## config.mk

```make
export PLATFORM = sky130hd
export DESIGN_NAME = packed_inode_varint_decoder_top
export DESIGN_NICKNAME = d
export VERILOG_FILES = /design/src/pivd_pkg.sv /design/src/pivd_front.sv /design/src/pivd_queue.sv /design/src/pivd_back.sv /design/src/packed_inode_varint_decoder_top.sv
export VERILOG_INCLUDE_DIRS = /design/src /design/src/src
export SDC_FILE = /design/constraint.sdc
export NUM_CORES = 2
export LEC_CHECK = 0
export BUFFER_PORTS_ARGS = -buffer_cell sky130_fd_sc_hd__buf_2
export CAP_MARGIN = 20
export CELL_PAD_IN_SITES_DETAIL_PLACEMENT = 0
export CELL_PAD_IN_SITES_GLOBAL_PLACEMENT = 1
export CORE_UTILIZATION = 45
export DETAILED_ROUTE_END_ITERATION = 8
export PLACE_DENSITY = 0.82
export SLEW_MARGIN = 20
export SYNTH_ARGS = -nofsm -noshare
export SYNTH_HDL_FRONTEND = slang
export SYNTH_SLANG_ARGS = --single-unit
```

## constraint.sdc

```tcl
create_clock -name i_clk -period 5.7 [get_ports i_clk]
set_input_delay 0.855 -clock i_clk [delete_from_list [all_inputs] [get_ports i_clk]]
set_output_delay 0.855 -clock i_clk [all_outputs]
set_load 0.02 [all_outputs]
```

## src/packed_inode_varint_decoder_top_macros.svh

```systemverilog
// Assertion macros shared by the decoder modules.
`ifndef PACKED_INODE_VARINT_DECODER_TOP_MACROS_SVH
`define PACKED_INODE_VARINT_DECODER_TOP_MACROS_SVH
`ifndef SYNTHESIS
`define PIVD_ASSERT(label, clk, rst_n, prop, msg) \
    label: assert property (@(posedge clk) disable iff (!rst_n) (prop)) else $error(msg);
`define PIVD_ASSERT_NEXT(label, clk, rst_n, pre, post, msg) \
    label: assert property (@(posedge clk) disable iff (!rst_n) (pre) |=> (post)) else $error(msg);
`else
`define PIVD_ASSERT(label, clk, rst_n, prop, msg)
`define PIVD_ASSERT_NEXT(label, clk, rst_n, pre, post, msg)
`endif
`endif

```

## src/pivd_pkg.sv

```systemverilog
// Shared types and constants of the packed inode varint decoder.
package pivd_pkg;
    localparam int unsigned MaxFieldsDefault    = 25;
    localparam int unsigned PositionBitsDefault = 12;
    localparam int unsigned HeaderBytes         = 14;
    localparam int unsigned TableSlots          = 29;

    localparam logic [2:0] KindSeed   = 3'd0;
    localparam logic [2:0] KindFlags  = 3'd1;
    localparam logic [2:0] KindMode   = 3'd2;
    localparam logic [2:0] KindVarint = 3'd3;
    localparam logic [2:0] KindStatus = 3'd4;

    localparam logic [2:0] ErrOk      = 3'd0;
    localparam logic [2:0] ErrShort   = 3'd1;
    localparam logic [2:0] ErrOldFmt  = 3'd2;
    localparam logic [2:0] ErrFewByte = 3'd3;
    localparam logic [2:0] ErrOverrun = 3'd4;

    localparam logic [1:0] RegSizeOnly = 2'd0;
    localparam logic [1:0] RegNewFmt   = 2'd1;
    localparam logic [1:0] RegWidthTab = 2'd2;

    localparam logic [57:0] WidthTableReset = 58'd206297221024739327;

    typedef struct packed {
        logic [2:0]  kind;
        logic [4:0]  slot;
        logic [63:0] value;
        logic [1:0]  width_code;
        logic [2:0]  error_code;
        logic [4:0]  field_count;
        logic        last_result;
    } t_result;

    // One byte job handed from the front to the back.
    typedef struct packed {
        logic [7:0] data;
        logic       is_first;   // first byte of a varint
        logic [3:0] len;        // varint length
        logic [3:0] k;          // byte index within the varint
        logic       finish;     // varint completes on this byte
        logic [4:0] slot;
        logic       size_only;
        logic       emit_hdr;   // header result on this byte
        logic [2:0] hdr_kind;
        logic [63:0] hdr_value;
        logic       status;     // status result follows
        logic [2:0] err;
        logic [4:0] fcount;
    } t_job;

    function automatic logic [63:0] width_mask(input logic [1:0] code);
        case (code)
            2'd0:    width_mask = 64'h0000_0000_0000_00FF;
            2'd1:    width_mask = 64'h0000_0000_0000_FFFF;
            2'd2:    width_mask = 64'h0000_0000_FFFF_FFFF;
            default: width_mask = '1;
        endcase
    endfunction
endpackage

```

## src/pivd_front.sv

```systemverilog
// Front part: header parsing, varint framing and status classification.
module pivd_front import pivd_pkg::*; #(
    parameter int unsigned MAX_FIELDS    = MaxFieldsDefault,
    parameter int unsigned POSITION_BITS = PositionBitsDefault
) (
    input  logic        i_clk,
    input  logic        i_rst_n,
    input  logic        i_valid,
    output logic        o_ready,
    input  logic [7:0]  i_data_byte,
    input  logic        i_last_byte,
    input  logic        i_size_only,
    input  logic [4:0]  i_new_format_bit,
    output logic        o_job_valid,
    input  logic        i_job_ready,
    output t_job        o_job
);
    localparam logic [POSITION_BITS-1:0] PosMax = '1;
    localparam logic [6:0] CapFields = 7'(MAX_FIELDS);

    logic [POSITION_BITS-1:0] r_pos, n_pos;
    logic [63:0] r_hdr, n_hdr;
    logic [31:0] r_flags, n_flags;
    logic [5:0]  r_left, n_left;
    logic [4:0]  r_slot, n_slot;
    logic [3:0]  r_len, n_len;
    logic [3:0]  r_bleft, n_bleft;
    logic [2:0]  r_err, n_err;
    logic [6:0]  nraw, capped;
    logic [3:0]  ones;
    logic [3:0]  len_now, bl_now;
    logic        fire, in_hdr, body;
    t_job        job;

    assign o_ready = i_job_ready;
    assign fire    = i_valid && o_ready;
    assign in_hdr  = r_pos < POSITION_BITS'(HeaderBytes);

    always_comb begin
        ones = 4'd0;
        for (int i = 0; i < 8; i++) begin
            if (ones == 4'(i) && i_data_byte[i]) ones = 4'(i + 1);
        end
    end

    always_comb begin
        n_pos = r_pos; n_hdr = r_hdr; n_flags = r_flags; n_left = r_left;
        n_slot = r_slot; n_len = r_len; n_bleft = r_bleft; n_err = r_err;
        nraw = r_flags[30:24];
        capped = (nraw <= CapFields) ? nraw : CapFields;
        job = '0;
        job.data = i_data_byte;
        job.size_only = i_size_only;
        job.slot = r_slot;
        len_now = r_len;
        bl_now = r_bleft;
        body = 1'b0;
        if (in_hdr) begin
            n_hdr = {i_data_byte, r_hdr[63:8]};
            if (r_pos == POSITION_BITS'(7)) begin
                job.emit_hdr = !i_size_only; job.hdr_kind = KindSeed;
                job.hdr_value = n_hdr;
            end else if (r_pos == POSITION_BITS'(11)) begin
                n_flags = n_hdr[63:32];
                job.emit_hdr = !i_size_only; job.hdr_kind = KindFlags;
                job.hdr_value = {32'd0, n_hdr[63:32]};
            end else if (r_pos == POSITION_BITS'(13)) begin
                job.emit_hdr = !i_size_only; job.hdr_kind = KindMode;
                job.hdr_value = {48'd0, n_hdr[63:48]};
                if (!r_flags[i_new_format_bit]) begin
                    n_err = ErrOldFmt; n_left = 6'd0;
                end else if (i_size_only) begin
                    n_left = (nraw >= 7'd5) ? 6'd9 : 6'd0;
                end else begin
                    n_left = (capped < 7'd4) ? 6'({capped, 1'b0}) : 6'(capped + 7'd4);
                end
                n_slot = 5'd0; n_bleft = 4'd0;
            end
        end else if (r_err == ErrOk && r_left != 6'd0) begin
            body = 1'b1;
            if (r_bleft == 4'd0) begin
                len_now = ones + 4'd1;
                bl_now = len_now;
                job.is_first = 1'b1;
            end
            n_len = len_now;
            n_bleft = bl_now - 4'd1;
            job.len = len_now;
            job.k = len_now - bl_now;
            if (n_bleft == 4'd0) begin
                job.finish = 1'b1;
                n_slot = r_slot + 5'd1;
                n_left = r_left - 6'd1;
            end
        end
        job.status = i_last_byte;
        n_pos = (r_pos < PosMax) ? r_pos + 1'b1 : PosMax;
        // The old-format mark set by the last header byte already counts for its status.
        if (n_pos < POSITION_BITS'(HeaderBytes)) job.err = ErrShort;
        else if (n_err != ErrOk) job.err = n_err;
        else if ((n_pos - POSITION_BITS'(HeaderBytes)) < POSITION_BITS'(nraw))
            job.err = ErrFewByte;
        else if (n_left != 6'd0) job.err = ErrOverrun;
        else job.err = ErrOk;
        job.fcount = (job.err == ErrOk) ? capped[4:0] : 5'd0;
        if (!body) begin
            job.is_first = 1'b0;
            job.finish = 1'b0;
        end
    end

    always_ff @(posedge i_clk) begin
        if (!i_rst_n || (fire && i_last_byte)) begin
            r_pos <= '0; r_hdr <= '0; r_flags <= '0; r_left <= '0; r_slot <= '0;
            r_len <= '0; r_bleft <= '0; r_err <= '0;
        end else if (fire) begin
            r_pos <= n_pos; r_hdr <= n_hdr; r_flags <= n_flags; r_left <= n_left;
            r_slot <= n_slot; r_len <= n_len; r_bleft <= n_bleft; r_err <= n_err;
        end
    end

    assign o_job_valid = i_valid;
    assign o_job = job;
endmodule

```

## src/pivd_queue.sv

```systemverilog
// Two-entry queue of byte jobs between the front and the back.
module pivd_queue import pivd_pkg::*; (
    input  logic i_clk,
    input  logic i_rst_n,
    input  logic i_valid,
    output logic o_ready,
    input  t_job i_job,
    output logic o_valid,
    input  logic i_ready,
    output t_job o_job
);
    `include "packed_inode_varint_decoder_top_macros.svh"
    t_job r_mem [2];
    logic r_wp, r_rp;
    logic [1:0] r_cnt;
    logic push, pop;

    assign o_ready = r_cnt != 2'd2;
    assign o_valid = r_cnt != 2'd0;
    assign push = i_valid && o_ready;
    assign pop = o_valid && i_ready;
    assign o_job = r_mem[r_rp];

    always_ff @(posedge i_clk) begin
        if (push) r_mem[r_wp] <= i_job;
        if (!i_rst_n) begin
            r_wp <= 1'b0; r_rp <= 1'b0; r_cnt <= 2'd0;
        end else begin
            if (push) r_wp <= !r_wp;
            if (pop) r_rp <= !r_rp;
            r_cnt <= r_cnt + {1'b0, push} - {1'b0, pop};
        end
    end

    `PIVD_ASSERT(a_q_bound, i_clk, i_rst_n, r_cnt <= 2'd2, "queue count out of range")
    `PIVD_ASSERT_NEXT(a_q_full, i_clk, i_rst_n, r_cnt == 2'd2 && !pop, r_cnt == 2'd2,
        "full queue lost an entry")
    `PIVD_ASSERT_NEXT(a_q_empty, i_clk, i_rst_n, r_cnt == 2'd0 && !push, !o_valid,
        "empty queue produced an entry")
endmodule

```

## src/pivd_back.sv

```systemverilog
// Back part: varint assembly and result emission through a small result queue.
module pivd_back import pivd_pkg::*; (
    input  logic        i_clk,
    input  logic        i_rst_n,
    input  logic        i_valid,
    output logic        o_ready,
    input  t_job        i_job,
    input  logic [57:0] i_width_table,
    output logic        o_valid,
    input  logic        i_ready,
    output t_result     o_result
);
    `include "packed_inode_varint_decoder_top_macros.svh"
    // Each job may yield two results; a four-entry output queue absorbs them.
    t_result r_q [4];
    logic [1:0] r_wp, r_rp;
    logic [2:0] r_cnt;
    logic [63:0] r_acc, n_acc;
    logic [63:0] r_size;
    logic [63:0] vfull, v;
    logic [1:0] wc;
    logic [7:0] tab_sh;
    t_result res_a, res_b;
    logic have_a, have_b, take, pop;
    logic [1:0] npush;

    assign o_ready = r_cnt <= 3'd2;
    assign take = i_valid && o_ready;
    assign o_valid = r_cnt != 3'd0;
    assign pop = o_valid && i_ready;
    assign o_result = r_q[r_rp];

    always_comb begin
        n_acc = i_job.is_first ? 64'd0 : r_acc;
        if (i_job.len < 4'd9)
            n_acc = n_acc | ({56'd0, i_job.data} << {i_job.k[2:0], 3'd0});
        else if (i_job.k != 4'd0)
            n_acc = n_acc | ({56'd0, i_job.data} << {3'(i_job.k - 4'd1), 3'd0});
        vfull = (i_job.len < 4'd9) ? (n_acc >> i_job.len) : n_acc;
        tab_sh = {2'd0, i_job.slot, 1'b0};
        wc = (i_job.slot < 5'(TableSlots)) ? 2'(i_width_table >> tab_sh) : 2'd0;
        v = vfull & width_mask(wc);

        res_a = '0; res_b = '0; have_a = 1'b0; have_b = 1'b0;
        if (i_job.emit_hdr) begin
            have_a = 1'b1;
            res_a.kind = i_job.hdr_kind;
            res_a.value = i_job.hdr_value;
            res_a.width_code = (i_job.hdr_kind == KindSeed) ? 2'd3 :
                               (i_job.hdr_kind == KindFlags) ? 2'd2 : 2'd1;
        end else if (i_job.finish && !i_job.size_only) begin
            have_a = 1'b1;
            res_a.kind = KindVarint;
            res_a.slot = i_job.slot;
            res_a.value = v;
            res_a.width_code = wc;
        end
        if (i_job.status) begin
            have_b = 1'b1;
            res_b.kind = KindStatus;
            res_b.width_code = 2'd3;
            res_b.error_code = i_job.err;
            res_b.field_count = i_job.fcount;
            res_b.last_result = 1'b1;
            if (i_job.err == ErrOk && i_job.size_only)
                res_b.value = (i_job.finish && i_job.slot == 5'd8) ? v : r_size;
        end
        npush = {1'b0, have_a} + {1'b0, have_b};
    end

    always_ff @(posedge i_clk) begin
        if (take) begin
            r_acc <= n_acc;
            if (have_a) r_q[r_wp] <= res_a;
            if (have_b) r_q[have_a ? r_wp + 2'd1 : r_wp] <= res_b;
        end
        if (!i_rst_n) begin
            r_wp <= '0; r_rp <= '0; r_cnt <= '0; r_size <= '0;
        end else begin
            if (take) begin
                r_wp <= r_wp + npush;
                if (i_job.status) r_size <= '0;
                else if (i_job.finish && i_job.size_only && i_job.slot == 5'd8)
                    r_size <= v;
            end
            if (pop) r_rp <= r_rp + 2'd1;
            r_cnt <= r_cnt + (take ? {1'b0, npush} : 3'd0) - {2'd0, pop};
        end
    end

    `PIVD_ASSERT(a_b_bound, i_clk, i_rst_n, r_cnt <= 3'd4, "result queue overflow")
    `PIVD_ASSERT(a_b_last, i_clk, i_rst_n,
        !o_valid || (o_result.last_result == (o_result.kind == KindStatus)),
        "last mark not on the status result")
    `PIVD_ASSERT(a_b_err, i_clk, i_rst_n,
        !o_valid || o_result.kind == KindStatus || o_result.error_code == ErrOk,
        "error code outside the status result")
endmodule

```

## src/packed_inode_varint_decoder_top.sv

```systemverilog
// Top level of the packed inode varint decoder.
//  channel | dir | handshake          | payload
//  input   | in  | i_valid / o_ready  | i_data_byte, i_last_byte
//  result  | out | o_valid / i_ready  | o_kind .. o_last_result
//  config  | in  | i_cfg_valid/o_cfg_ready | i_cfg_index, i_cfg_data
// One byte item is accepted per cycle while the job queue has room; the front state
// registers close the per-byte loop, so an unstalled stream sustains one item a cycle.
// A result passes through the registered job queue and result queue before it appears.
// Reset is synchronous and clears all control state; no clearing pass is needed.
// Either side may stall independently; 2-entry job and 4-entry result queues absorb it.
module packed_inode_varint_decoder_top import pivd_pkg::*; #(
    parameter int unsigned MAX_FIELDS    = MaxFieldsDefault,
    parameter int unsigned POSITION_BITS = PositionBitsDefault
) (
    input  logic        i_clk,
    input  logic        i_rst_n,
    input  logic        i_valid,
    output logic        o_ready,
    input  logic [7:0]  i_data_byte,
    input  logic        i_last_byte,
    output logic        o_valid,
    input  logic        i_ready,
    output logic [2:0]  o_kind,
    output logic [4:0]  o_slot,
    output logic [63:0] o_value,
    output logic [1:0]  o_width_code,
    output logic [2:0]  o_error_code,
    output logic [4:0]  o_field_count,
    output logic        o_last_result,
    input  logic        i_cfg_valid,
    output logic        o_cfg_ready,
    input  logic [1:0]  i_cfg_index,
    input  logic [57:0] i_cfg_data
);
    logic        r_size_only;
    logic [4:0]  r_new_fmt;
    logic [57:0] r_width_tab;
    logic        f_valid, f_ready, b_valid, b_ready;
    t_job        f_job, b_job;
    t_result     res;

    assign o_cfg_ready = 1'b1;
    always_ff @(posedge i_clk) begin
        if (!i_rst_n) begin
            r_size_only <= 1'b0; r_new_fmt <= 5'd31; r_width_tab <= WidthTableReset;
        end else if (i_cfg_valid) begin
            case (i_cfg_index)
                RegSizeOnly: r_size_only <= i_cfg_data[0];
                RegNewFmt:   r_new_fmt <= i_cfg_data[4:0];
                RegWidthTab: r_width_tab <= i_cfg_data;
                default: ;
            endcase
        end
    end

    pivd_front #(.MAX_FIELDS(MAX_FIELDS), .POSITION_BITS(POSITION_BITS)) u_front (
        .i_clk, .i_rst_n, .i_valid, .o_ready, .i_data_byte, .i_last_byte,
        .i_size_only(r_size_only), .i_new_format_bit(r_new_fmt),
        .o_job_valid(f_valid), .i_job_ready(f_ready), .o_job(f_job));

    pivd_queue u_queue (
        .i_clk, .i_rst_n, .i_valid(f_valid), .o_ready(f_ready), .i_job(f_job),
        .o_valid(b_valid), .i_ready(b_ready), .o_job(b_job));

    pivd_back u_back (
        .i_clk, .i_rst_n, .i_valid(b_valid), .o_ready(b_ready), .i_job(b_job),
        .i_width_table(r_width_tab), .o_valid, .i_ready, .o_result(res));

    assign o_kind = res.kind;
    assign o_slot = res.slot;
    assign o_value = res.value;
    assign o_width_code = res.width_code;
    assign o_error_code = res.error_code;
    assign o_field_count = res.field_count;
    assign o_last_result = res.last_result;
endmodule
```

* After elaboration in Yosys (flattened, before gate mapping)
Memories as Yosys holds them, arrays and structs flattened. A register that Yosys moved wholly into a read port is not among the register bits.
Index checks and enable logic that the tools add are counted.
** Storage, ports and cells
- Bits in registers :: 333
- RAM bits :: 534
- Memories :: 2
** Operators by class
- Add/subtract/negate cells :: 17
- $lt $le $gt $ge :: 11
- Equality and inequality tests :: 20
- Shifts and indexed selects :: 4
- Muxes and demuxes :: 96
- Bitwise gates (word level) :: 5
- Reduce and logical (&&, ||, !) cells :: 49
** Memory list
- u_back.r_q :: words 4, bits a word 83, read ports 1, clocked after memory_dff 1, write ports 2, line pivd_back.sv:15 : t_result r_q [4];
- u_queue.r_mem :: words 2, bits a word 101, read ports 1, clocked after memory_dff 1, write ports 1, line pivd_queue.sv:13 : t_job r_mem [2];
** Operators by type and width (number)
- 64-bit 2-to-1 mux :: 8
- 68-bit 2-to-1 mux :: 4
- 64-bit one-hot mux with 3 select lines :: 1
- 64-bit OR :: 2
- 8-bit by 6-bit left shift with 64-bit output :: 2
- 4-bit 2-to-1 mux :: 19
- 75-bit 2-to-1 mux :: 1
- 73-bit 2-to-1 mux :: 1
- 66-bit 2-to-1 mux :: 1
- 64-bit AND :: 1
- 64-bit by 4-bit right shift with 64-bit output :: 1
- 58-bit by 6-bit right shift with 2-bit output :: 1
- 6-bit 2-to-1 mux :: 9
- 5-bit 2-to-1 mux :: 8
- 3-bit 2-to-1 mux :: 11
- 12-bit by 4-bit == test with 1-bit output (second input constant) :: 2
- 12-bit by 4-bit less-than comparator with 1-bit output (second input constant) :: 2
- 1-bit 2-to-1 mux :: 21
- 10-bit 2-to-1 mux :: 2
- 1-bit logical AND :: 17
- 4-bit by 3-bit == test with 1-bit output (second input constant) :: 4
- 2-bit 2-to-1 mux :: 7
- 12-bit by 1-bit adder with 12-bit output (second input constant) :: 1
- 12-bit by 3-bit == test with 1-bit output (second input constant) :: 1
- other kinds (49) :: 75

* Depth between registers and ports, before layout
- Depth in word-level cells :: 38
- Depth in mapped cells :: 20
- Depth with buffers taken out :: 16

* Cells and area by module
A second synthesis with hierarchy kept.
** Unflattened totals
- Cell total of the unflattened synthesis :: 4146
- Area, all modules :: 45378.5 um^2
** Modules (own cells, without submodules)
- pivd_back :: times used 1, cells each 2553, area an instance 27672.8 um^2, sequential area each 13072.5 um^2
- pivd_queue :: times used 1, cells each 344, area an instance 7587.3 um^2, sequential area each 6165.9 um^2
- pivd_front :: times used 1, cells each 966, area an instance 7348.3 um^2, sequential area each 2442.3 um^2
- packed_inode_varint_decoder_top :: times used 1, cells each 283, area an instance 2770.2 um^2, sequential area each 1281.2 um^2

* Worst setup path before layout
No wires, ideal clock.
- Kind :: input -> register
- Start point :: in i_valid
- End point :: mem u_queue.r_mem[0][0] (netlist name), enable pin
- Library setup time :: 0.562 ns
- Arrival :: 5.411 ns
- Required time :: 5.138 ns
- Path slack :: -0.272 ns
- Cell stages on the path :: 3
- Path buffers :: 1
- Cells stage by stage :: nand2_1 > clkbuf_1 > nor2_1
** On the way
- Cells in the longest elaborated chain, start to end :: 3
** RTL lines
- start: declaration :: line packed_inode_varint_decoder_top.sv:17 : input logic i_valid,
- 1-bit logical AND :: line pivd_queue.sv:20 : assign push = i_valid && o_ready;
- 1-bit 2-to-1 mux :: line pivd_queue.sv:25 : if (push) r_mem[r_wp] <= i_job;
- 1-bit 2-to-1 mux (not written as such) :: line pivd_queue.sv:25
- end: declaration :: line pivd_queue.sv:13
No other way between the ends.

==> flow_metrics.tcl <==
set metrics [dict create \
    status "finished, violations left" \
    failed_checks "design-rule violations" \
    wire_per_inst_um 28.6 \
    cts.repair.resized 0 \
    tightest_slew_ns 1.22 \
    endpoint_kind "flop" \
    finClkSkew_ns 0.0474 \
    crit_slowest_cell "or4_1" \
    drt_wl_total_mm 161 \
    min_period_ns 4.70 \
    drtIter0Drc 5704 \
    die_x_um 316 \
    ys_ff_latch 856 \
    synth_area_leaders "edfxtp_1 (38%), dfxtp_1 (13%), nand2_1 (5.6%)" \
    grt_busiest_layer "met2" \
    syn-instance-count 4216 \
    cts_tree "done" \
    met1_usage_pct 40.8 \
    leakagePower_uw 0.0171 \
    grt_max_degree 89 \
    grt_usage_pct 31.6 \
    tns_ns 0 \
    path_max_fanout 11 \
    die_h_um 316 \
    crit_start "u_front.r_bleft[3]" \
    h-tree-depth 3 \
    yosysTopAreaCell "edfxtp_1" \
    dp_hpwl_mm 108 \
    synth_edf_count 564 \
    critPathTopFamily "simple AND/OR/NAND/NOR gates" \
    drc 1 \
    setup_violations 0 \
    p_per_area_nw_per_um2 535 \
    crit_top_cell "a21oi_1" \
    clk_pin_slew_ns 0.06 \
    drive_gt1_share_pct 15.6 \
    overflow 0 \
    max_freq_mhz 213 \
    yosysMostFrequentCell "nand2_1" \
    io_pins 160 \
    area_growth_pct 12.2 \
    cp-start-kind "flop" \
    syn_area_per_cell_um2 10.5 \
    use_met3_pct 7.95 \
    root_buffer "clkbuf_16" \
    ys_top_cells_by_count "nand2_1 (657), edfxtp_1 (564), dfxtp_1 (292)" \
    ys_seq_area_share_pct 51.4 \
    finalWeightedCongestion 0.997 \
    yosys.area.top_type_share_pct 38.2 \
    yosys_warnings 0 \
    cp_num_buf_inv 1 \
    ys.flop_type "edfxtp_1" \
    detail_route.first_pass.iterations 9 \
    synthDistinctLibCells 100 \
    start_util_pct 45.6 \
    finalCritPeriodShare_pct 82.5 \
    postSynth.asyncResetShare_pct 0 \
    finalHoldViolCount 0 \
    clock-sinks 856 \
    min-delay-start "i_cfg_data[20]" \
    port-buffer-count 158 \
    post-place-ws_ns 0.954 \
    place_inst 5454 \
    drv_slew 0 \
    antenna_found_initial 6 \
    core_um2 97100 \
    critPathKind "flop to flop" \
    arrival_ns 5.15 \
    via_per_inst 6.64 \
    detail-route-antenna-nets 0 \
    reg2reg_from "u_front.r_bleft[3]" \
    ir_drop_uv 261 \
    met2_usage_pct 48.0 \
    final_cells 5626 \
    cts_setup_buffers 0 \
    rows 114 \
    nets 4378 \
    required_ns 6.14 \
    fin_ws_ns 0.995 \
    cts_buffer_depth 3 \
    synthesis.area_um2 44300 \
    grt_pass1_vias 35300 \
    numCtsBuffers 92 \
    cts_hold_buffers 0 \
    dieArea_um2 99700 \
    timing.critical_path.cells "or4_1 -> a21oi_1 -> and2_1 -> nor2_1 -> ha_1 -> or2_2 -> a21oi_1 -> a21oi_1 -> o2bb2ai_1 -> nand2_1 -> inv_1 -> a21oi_1 -> a2111oi_0 -> nand4_1 -> nor4b_1" \
    rsz0062_at_grt "false" \
    cap_violations 0 \
    slowest_delay_ns 0.73 \
    via_count 37400 \
    synthesis.nets 4322 \
    grt_first_pass_wirelength_mm 235 \
    clock_latency_ns 0.69 \
    max-slew-margin-rel_pct 18.6 \
    hp-class "primary input to flop" \
    final_core_util_pct 51.2 \
]
## worst reg2reg max path, stage by stage (launching register included)
cell and delay (ns):
dfxtp_1 0.37, or4_1 0.73, a21oi_1 0.22, and2_1 0.17
nor2_1 0.08, ha_1 0.24, or2_2 0.30, a21oi_1 0.13
a21oi_1 0.05, o2bb2ai_1 0.43, nand2_1 0.25, inv_1 0.18
a21oi_1 0.10, a2111oi_0 0.45, nand4_1 0.33, nor4b_1 0.47
## placed cells by master, fill, tap and decap left out, types with 18 or more instances in the layout
cell type / n
a211oi_1: 22
xnor2_1: 19
and3_1: 23
mux4_2: 90
buf_2: 158
o22ai_1: 48
nor2b_1: 21
a21boi_0: 28
clkbuf_16: 96
ha_1: 30
clkbuf_1: 18
nor3_1: 57
a221oi_1: 19
a22o_1: 61
nor2_1: 278
edfxtp_1: 564
and2_1: 57
inv_1: 49
a221o_1: 48
nand4_1: 19
a22oi_1: 41
a32oi_1: 142
o221ai_1: 71
mux2i_1: 166
buf_4: 128
nand2_1: 653
o21ai_0: 263
dfxtp_1: 288
o211ai_1: 73
a21o_1: 23
nand3_1: 101
a21oi_1: 242
mux2_2: 52
## where the power goes
group | leakage (uW) | internal, uW | switching [uW]
clock network | 0.00149 | 3540 | 2600
registers | 0.00760 | 7990 | 491
logic | 0.00797 | 3460 | 8500
total | 0.0171 | 15000 | 11600
## layer usage
layer,part of all wire [%],wire (um)
met1,38,61000
met2,44,70700
met3,11,18200
met4,6.6,10700
met5,0.0068,11
## stage by stage
step                      hold slack (ns)  instance area (um2)  total power [uW]
after floorplan                     0.420                44300             15400
after global placement              0.434                46600             20000
after detailed placement            0.446                46600             20100
after CTS                           0.361                49700             26200
after global routing                0.397                49700             27300
final                               0.391                49700             26600
## final cells by class
cell class | instances | area (um2)
fill | 8588 | 47400
clock buffer | 124 | 2610
antenna | 3 | 7.51
timing repair buffer | 296 | 1950
sequential | 856 | 22800
tap | 1276 | 1600
multi-input combinational | 2966 | 20100
inverter | 60 | 229
clock inverter | 45 | 459
## flip-flops by register name, indices dropped and copies added (netlist names), named ones only
signal and cells:
r_new_fmt 5, r_size_only 1, r_width_tab 58, u_back.r_acc 64, u_back.r_cnt 3, u_back.r_q 328, u_back.r_rp 2, u_back.r_size 64
u_back.r_wp 2, u_front.r_bleft 4, u_front.r_err 3, u_front.r_flags 32, u_front.r_hdr 56, u_front.r_left 6, u_front.r_len 4, u_front.r_pos 12
u_front.r_slot 5, u_queue.r_cnt 2, u_queue.r_mem 200, u_queue.r_rp 1, u_queue.r_wp 1
## kinds of logic (layout without fill, tap and decap cells)
family | count (synthesis) | in the layout | synth area share (%)
AO/OA/AOI/OAI | 1264 | 1264 | 20.2
XOR/XNOR | 27 | 27 | 0.534
flip-flops | 856 | 856 | 51.4
multiplexers | 317 | 317 | 9.97
buffers and inverters | 394 | 525 | 3.65
other | 1 | 4 | 0.00847
adder cells (fa/ha/maj) | 32 | 32 | 0.938
AND/OR/NAND/NOR | 1325 | 1325 | 13.3
## final timing paths
kind / end / slack [ns] / depth (start not counted)
setup / recovery: u_queue.r_mem[1][4] / 1.0 / 15
hold / removal: r_width_tab[20] / 0.39 / 3
setup reg to reg: u_queue.r_mem[1][4] / 1.0 / 15
hold reg to reg: u_front.r_flags[13] / 0.45 / 2
No activity file was read; power rests on OpenSTA's default activity.
